$ cat src/rtl/core/acl_ram.sv
// ----------------------------------------------------------------------------
// ACL generic RAM
// Single write port, single registered read port.
// ----------------------------------------------------------------------------
module acl_ram #(
  parameter int Width = 8,
  parameter int Depth = 64
) (
  input  logic                     clk,
  input  logic                     we,
  input  logic [$clog2(Depth)-1:0] waddr,
  input  logic [Width-1:0]         wdata,
  input  logic [$clog2(Depth)-1:0] raddr,
  output logic [Width-1:0]         rdata
);
  logic [Width-1:0] mem [Depth];

  always_ff @(posedge clk) begin
    if (we) begin
      mem[waddr] <= wdata;
    end
    rdata <= mem[raddr];
  end
endmodule

$ cat config.mk
export PLATFORM = sky130hd
export DESIGN_NAME = acl_ram
export DESIGN_NICKNAME = d
export VERILOG_FILES = /design/src/rtl/core/acl_ram.sv
export SDC_FILE = /design/constraint.sdc
export NUM_CORES = 1
export LEC_CHECK = 0
export BUFFER_PORTS_ARGS = -buffer_cell sky130_fd_sc_hd__buf_2
export CORE_ASPECT_RATIO = 0.8
export CORE_MARGIN = 5
export CORE_UTILIZATION = 50
export CTS_CLUSTER_DIAMETER = 50
export CTS_CLUSTER_SIZE = 14
export DETAILED_ROUTE_END_ITERATION = 6
export PLACE_DENSITY = 0.66
export SYNTH_ARGS = -nofsm -noshare
export SYNTH_HDL_FRONTEND = slang
export SYNTH_SLANG_ARGS = --single-unit
$ cat constraint.sdc
create_clock -name clk -period 5.1 [get_ports clk]
set_clock_uncertainty 0.1 [all_clocks]
set_input_delay 0.765 -clock clk [delete_from_list [all_inputs] [get_ports clk]]
set_output_delay 0.765 -clock clk [all_outputs]
set_load 0.01 [all_outputs]
Word-level counts from Yosys, hierarchy flattened
Memory sizes are Yosys's and may differ from the RTL's. A register that Yosys moved wholly into a read port is not among the register bits.
Index checks and enable logic that the tools add are counted.

storage, ports and cells
  output and inout bits = 8
  register bits after elaboration = 0
  input bits = 22
  RAM bits = 512
  logic and storage cells = 3
  memories kept = 1

cells by class
  mux-type cells = 2

memory list
  name  words  width  rd ports  clocked after Yosys merged registers in  wr ports  line  text
  mem   64     8      1         1                                        1         16    logic [Width-1:0] mem [Depth];

operators with widths
  cell     number
  $mux W1  2

Depth between registers and ports, before layout
Gate-level depths: netlist of run 1.

  word-level depth = 2
  depth in mapped cells = 9

Least setup slack after synthesis of run 1
Ideal clock, no wire load.

  path type = input -> register
  start point = in raddr[1]
  end point = reg rdata[3] (read register of mem)
  data required time = 4.872 ns
  library setup time = 0.128 ns
  path slack = 2.567 ns
  path buffers = 3
  cell stages on the path = 7
  data arrival time = 2.305 ns
  path through = buf_4 -> buf_2 -> buf_2 -> mux4_2 -> mux4_2 -> o21ai_1 -> o41ai_1

RTL lines
  item         line  text
  from (decl)  13    input logic [$clog2(Depth)-1:0] raddr,
  to (decl)    14    output logic [Width-1:0] rdata

==> run_results.csv, run 1 <==
group,metric,value,unit
timing,period_share,58.7,%
worst_hold_path,hp-class,"input pin to flop",
cells_and_area,fin_nets,1004,
placed_design,port_buffers,29,
grt,first_global_vias,9420,
logic_synthesis,syn_inst,940,
placed_design,gp_congestion,0.777,
logic_synthesis,synth_common_cells,"edfxtp_1, mux4_2, nor2_1",
worst_hold_path,worstHoldStart,"raddr[5]",
logic_synthesis,yosysWarningCount,0,
logic_synthesis,syn_area_per_cell,21.5,µm²
cells_and_area,fin_cells,1540,
clocking,cts-resized-gates,0,
drt,num_vias,9496,
power,total_power,8.42,mW
grt,grt_max_degree,70,
logic_synthesis,yosysMostFrequentCell,"edfxtp_1",
power,p_leak,6.81,nW
timing,tightestPinTransition,1.28,ns
timing,fin_ws,2.11,ns
clocking,cts_setup_buffers,0,
power,max-vdd-ir-drop,0.000209,V
logic_synthesis,ys_ff_latch,520,
setup_path,reg2regPathDepth,4,
setup_path,max_stage_delay,0.50,ns
logic_synthesis,synth_edf_count,512,
clocking,insertion_delay,0.56,ns
die,dieArea,44500,µm²
outcome,status,"complete, no violations",
grt,overflow,0,
die,initial_utilization,50.9,%
setup_path,crit_arrival,3.31,ns
die,core_area,39600,µm²
setup_path,cp_common_cell,"buf_4",
clocking,path_clk_slew,0.06,ns
cells_and_area,final_area,22200,µm²
setup_path,start_kind,"input pin",
clocking,cts-root-buf,"clkbuf_16",
setup_path,critPathCaptureType,"flop",
setup_path,cp_cell_sequence,"buf_4 > buf_4 > mux4_2 > mux2_2 > o221a_2 > nor3_1 > o32ai_1",
logic_synthesis,async_reset_ff_share,0,%
power,p_seq_share,56.3,%
setup_path,critical_path.max_fanout,41,
timing,finalSetupTns,0,ns
clocking,h-tree-depth,2,
logic_synthesis,syn_nets,962,
power,p_sw_share,20.7,%
drt,drc,0,
logic_synthesis,ys_types,40,
placed_design,hpwl,26100,µm
timing,fmax,334,MHz
grt,grt_pass1_wl,64500,µm
power,intPower,6.67,mW
cells_and_area,fill_cells,2898,
timing,rsz0062_at_grt,"no",
power,p_clk_share,38.6,%
timing,holdWs,0.560,ns
clocking,cts_tree,"done",
drt,dr.pass1.iters,5,
setup_path,worstPathRequired,5.42,ns
worst_hold_path,hold_end,"rdata[2]",
clocking,cts_buffer_depth,3,
power,combinationalPowerShare,5.0,%
cells_and_area,drive_gt1_share,24.3,%
die,io_pins,30,
placed_design,placed_cells,1470,
timing,slew_headroom,15.0,%
clocking,numCtsBuffers,46,
grt,antenna_found_initial,4,
setup_path,reg2reg_from,"mem[3][3]",
drt,wl_per_cell,28.4,µm
logic_synthesis,syn_area,20200,µm²
setup_path,crit_slowest_cell,"buf_4",
logic_synthesis,synth_top_area_share,76.2,%
cells_and_area,syn_to_final_growth,9.92,%
clocking,ctsHoldBuffers,0,
placed_design,place_area,20800,µm²
die,die_h,190,µm
die,row_count,65,
logic_synthesis,synth_flop_cell,"edfxtp_1",
setup_path,r2r_slack,2.82,ns
setup_path,startpoint,"raddr[2]",
timing,finalSetupViolations,0,
drt,vias_per_cell,6.17,
drt,drtAntennaViolNets,0,
setup_path,critical_path_class,"input pin to flop",
power,p_per_area,380,nW/µm²
drt,drt_iter0_markers,1197,
clocking,clock_sinks,520,
logic_synthesis,synth_top_cell_by_area,"edfxtp_1",
cells_and_area,final_util,56.0,%
timing,drv_slew,0,
setup_path,r2r_end,"rdata[3]",
grt,grt_use_total,19.9,%
logic_synthesis,synthTopCellsByArea,"edfxtp_1, mux4_2, nor2_1",
timing,post-route-min-period,2.99,ns
die,dieWidth,235,µm
placed_design,place_ws,1.51,ns
drt,wl,43700,µm
logic_synthesis,synth-seq-area-share,77.0,%
job,drv_cap,0,
timing,hold_viol_final,0,
power,power_switching,1.75,mW
worst_hold_path,hold_path_depth,3,
[sequential cells by signal (all words and copies together), names as in the netlist]
signal / cells
rdata: 8
mem: 512
[critical path, delay by kind of cell]
family / cells / cell delay (ns)
AOI/OAI and AO/OA: 2 / 0.43
buffers and inverters: 2 / 0.99
muxes: 2 / 0.63
and+or+nand+nor: 1 / 0.45
[power groups by stage]
stage               sequential, mW  combinational, mW  clock, mW
detailed placement            4.84              0.427          0
global route                  4.74              0.455       3.48
global placement              4.84              0.421          0
CTS                           4.74              0.427       3.30
floorplan                     4.83              0.252          0
finish                        4.74              0.423       3.25
[cells in the final DEF (no fill, tap or decap), types with 7 or more instances in the layout]
cell / instances
nand2b_1: 7
mux2_2: 13
mux2i_1: 23
nor2_1: 83
edfxtp_1: 512
nand3_1: 13
mux4_2: 126
buf_2: 26
dfxtp_1: 8
nand2_1: 19
clkbuf_16: 47
o22ai_1: 8
o221ai_1: 8
clkbuf_1: 7
nor3_1: 7
buf_4: 17
nor2b_1: 14
[layer usage]
metal	global-route usage, %	routed length [µm]	vias up
li1	-	-	3991
met1	31.7	19200	5005
met2	28.5	19800	432
met3	4.27	3810	68
met4	5.27	889	0
met5	0	0	-
[logic make-up (layout without fill, tap and decap cells)]
kind of cell,after synthesis,after routing,share of synthesized area (%)
compound gates,54,54,2.07
buf+inv,51,113,1.57
flops,520,520,77.0
mux,162,162,15.9
other cells,0,2,0
simple gates,153,153,3.39
[layout make-up]
type                    instances  area (µm²)  area share [%]
well taps                     536         671            3.03
flip-flops and latches        520       15500            70.1
clock inverters                13         134           0.604
clock buffers                  55        1220            5.49
multi-input cells             369        4320            19.5
diodes                          2        5.00          0.0226
repair buffers                 45         292            1.32
[worst max-delay path by stage]
| stage | endpoint | slack (ns) | depth (start not counted) |
|---|---|---|---|
| 3_3_place_gp | rdata[6] | 1.53 | 7 |
| 3_5_place_dp | rdata[4] | 1.51 | 7 |
| 4_1_cts | rdata[4] | 2.09 | 7 |
| 6_report | rdata[6] | 2.11 | 7 |
| 2_1_floorplan | rdata[3] | 2.57 | 7 |
| 5_1_grt | rdata[3] | 1.96 | 5 |
Note: power is estimated with default switching activity, not from simulation.
==> inputs of run 2 (changes only) <==
--- a/config.mk
+++ b/config.mk
@@ -5,6 +5,7 @@
 export SDC_FILE = /design/constraint.sdc
 export NUM_CORES = 1
 export LEC_CHECK = 0
+export ABC_AREA = 1
 export BUFFER_PORTS_ARGS = -buffer_cell sky130_fd_sc_hd__buf_2
 export CORE_ASPECT_RATIO = 0.8
 export CORE_MARGIN = 5
@@ -12,7 +13,7 @@
 export CTS_CLUSTER_DIAMETER = 50
 export CTS_CLUSTER_SIZE = 14
 export DETAILED_ROUTE_END_ITERATION = 6
-export PLACE_DENSITY = 0.66
+export PLACE_DENSITY = 0.68
 export SYNTH_ARGS = -nofsm -noshare
 export SYNTH_HDL_FRONTEND = slang
 export SYNTH_SLANG_ARGS = --single-unit
==> constraint.sdc (replaced) <==
create_clock -name clk -period 2.7 [get_ports clk]
set_clock_uncertainty 0.1 [all_clocks]
set_input_delay 0.405 -clock clk [delete_from_list [all_inputs] [get_ports clk]]
set_output_delay 0.405 -clock clk [all_outputs]
set_load 0.01 [all_outputs]
==> run 2 against run 1 <==
Against the previous run:
- via count grew 48%
- flip-flop and latch count is the same
- count of clock-buffer cells in the layout grew 6
- first-iteration DRC count increased by 65%
- sequential power is 89% higher
- area after synthesis up 5.8%
- utilization rose by 0.44 points
- clock power increased by 84%
==> run_results.csv, run 2 <==
group,metric,value,unit
timing,slew_headroom,47.9,%
grt,first_global_vias,13477,
logic_synthesis,yosysWarningCount,0,
cells_and_area,multi_input_area,4950,µm²
placed_design,place_area,22400,µm²
setup_path,critPathCaptureType,"flop",
logic_synthesis,synthTopCellsByArea,"edfxtp_1, nand2_1, nand3_1",
placed_design,hpwl,32100,µm
timing,holdWs,0.123,ns
power,total_power,16.0,mW
power,max-vdd-ir-drop,0.000414,V
logic_synthesis,yosysMostFrequentCell,"nand2_1",
timing,hold_viol_final,0,
outcome,status,"complete, no violations",
grt,antenna_found_initial,2,
die,die_h,195,µm
timing,fin_ws,0.958,ns
logic_synthesis,synth_common_cells,"nand2_1, edfxtp_1, nand3_1",
clocking,cts_setup_buffers,0,
cells_and_area,fill_cells,3435,
drt,drt_iter0_markers,1976,
logic_synthesis,synth_top_cell_by_area,"edfxtp_1",
timing,rsz0062_at_grt,"no",
drt,vias_per_cell,5.73,
setup_path,critical_path.max_fanout,96,
setup_path,crit_arrival,2.14,ns
cells_and_area,final_area,23700,µm²
job,drv_cap,0,
die,dieWidth,241,µm
clocking,insertion_delay,0.56,ns
timing,period_share,64.5,%
grt,overflow,0,
cells_and_area,antenna_cells,0,
timing,fmax,574,MHz
grt,grt_pass1_wl,81800,µm
placed_design,gp_congestion,0.840,
drt,drc,0,
clocking,cts-root-buf,"clkbuf_16",
clocking,cts_buffer_depth,3,
clocking,clock_sinks,520,
cells_and_area,regArea,15500,µm²
cells_and_area,drive_gt1_share,10.3,%
clocking,numCtsBuffers,44,
logic_synthesis,async_reset_ff_share,0,%
drt,dr.pass1.iters,5,
power,p_per_area,676,nW/µm²
die,dieArea,46900,µm²
timing,drv_slew,0,
die,row_count,67,
grt,grt_max_degree,97,
clocking,cts_tree,"done",
clocking,h-tree-depth,2,
cells_and_area,layout_common_cells,"nand2_1, edfxtp_1, nand3_1, buf_4, nor2_1",
logic_synthesis,synth_flop_cell,"edfxtp_1",
cells_and_area,final_common_cell,"nand2_1",
clocking,cts-resized-gates,0,
drt,wl,53700,µm
clocking,ctsHoldBuffers,0,
grt,grt_use_total,22.7,%
power,p_leak,8.63,nW
cells_and_area,fin_nets,1899,
timing,tightestPinTransition,0.782,ns
cells_and_area,reg_top3,"mem x512, rdata x8",
drt,wl_per_cell,21.9,µm
setup_path,critical_path_class,"input pin to flop",
logic_synthesis,syn_area,21300,µm²
worst_hold_path,hp-class,"input pin to flop",
cells_and_area,largest_reg_flops,512,
logic_synthesis,synth_edf_count,512,
setup_path,start_kind,"input pin",
cells_and_area,syn_to_final_growth,11.0,%
clocking,path_clk_slew,0.07,ns
logic_synthesis,ys_types,16,
drt,num_vias,14053,
logic_synthesis,synth_top_area_share,72.0,%
drt,drtAntennaViolNets,0,
setup_path,worstPathRequired,3.10,ns
logic_synthesis,syn_inst,1805,
placed_design,port_buffers,29,
placed_design,place_ws,0.446,ns
timing,finalSetupTns,0,ns
cells_and_area,largest-register,"mem",
die,io_pins,30,
logic_synthesis,synth-seq-area-share,72.8,%
die,core_area,42000,µm²
logic_synthesis,syn_nets,1827,
die,initial_utilization,50.8,%
logic_synthesis,ys_ff_latch,520,
logic_synthesis,syn_area_per_cell,11.8,µm²
timing,finalSetupViolations,0,
timing,post-route-min-period,1.74,ns
==> run 2: cell count changes after synthesis, sizes merged, moves of 8 or more <==
cell and delta:
nor2 -27, nand3 +426, o22ai -8, mux2i -23, buf +64, mux4 -126, inv +12, nand2 +629
mux2 -13, nor2b -14, o221ai -8
==> run 2: logic make-up (layout without fill, tap and decap cells) <==
group	Yosys count	count (layout)	synth area share, %
AND/OR/NAND/NOR	1160	1160	23.2
flip-flops	520	520	72.8
buffers and inverters	125	220	4.02
==> run 2: through the flow <==
step                      instances  util [%]
after global placement         2383      53.3
after floorplan                1805         -
final                          2452      56.4
after detailed placement       2383      53.3
after global routing           2452      56.4
after CTS                      2452      56.4
==> run 2: final timing paths <==
path                                  from        to  slack [ns]  cells past startpoint
worst min-delay path              raddr[5]  rdata[2]        0.12                      3
worst min register to register  mem[36][2]  rdata[2]        0.73                      8
worst max register to register  mem[51][1]  rdata[1]        1.17                      8
worst max-delay path              raddr[0]  rdata[5]        0.96                     11
==> run 2: critical path, cell delays in order <==
cell	delay (ns)
buf_6	0.19
inv_6	0.18
buf_12	0.37
nand2_1	0.09
nand3_1	0.11
nand3_1	0.11
nand2_1	0.16
nand2_1	0.06
nand3_1	0.09
nand3_1	0.18
nand2_1	0.12
==> run 2: report_power, final <==
group	total, mW	internal, mW	switching [mW]
Sequential	8.96	8.93	0.0327
Clock	5.98	3.25	2.73
Combinational	1.09	0.288	0.798
==> run 2: routing by layer <==
| layer | GRT usage [%] | vias up | share of wire (%) |
|---|---|---|---|
| met5 | 0 | - | 0 |
| met4 | 4.18 | 0 | 1.6 |
| met3 | 4.56 | 68 | 10 |
| met2 | 34.3 | 717 | 46 |
| met1 | 34.9 | 6796 | 43 |
| li1 | - | 6472 | - |
==> run 2: layout make-up <==
type / instances / share of cell area, %
repair buffers: 139 / 4.98
inverters: 12 / 0.222
multi-input cells: 1160 / 20.9
clock inverters: 8 / 0.423
well taps: 552 / 2.92
clock buffers: 61 / 5.01
flip-flops and latches: 520 / 65.6
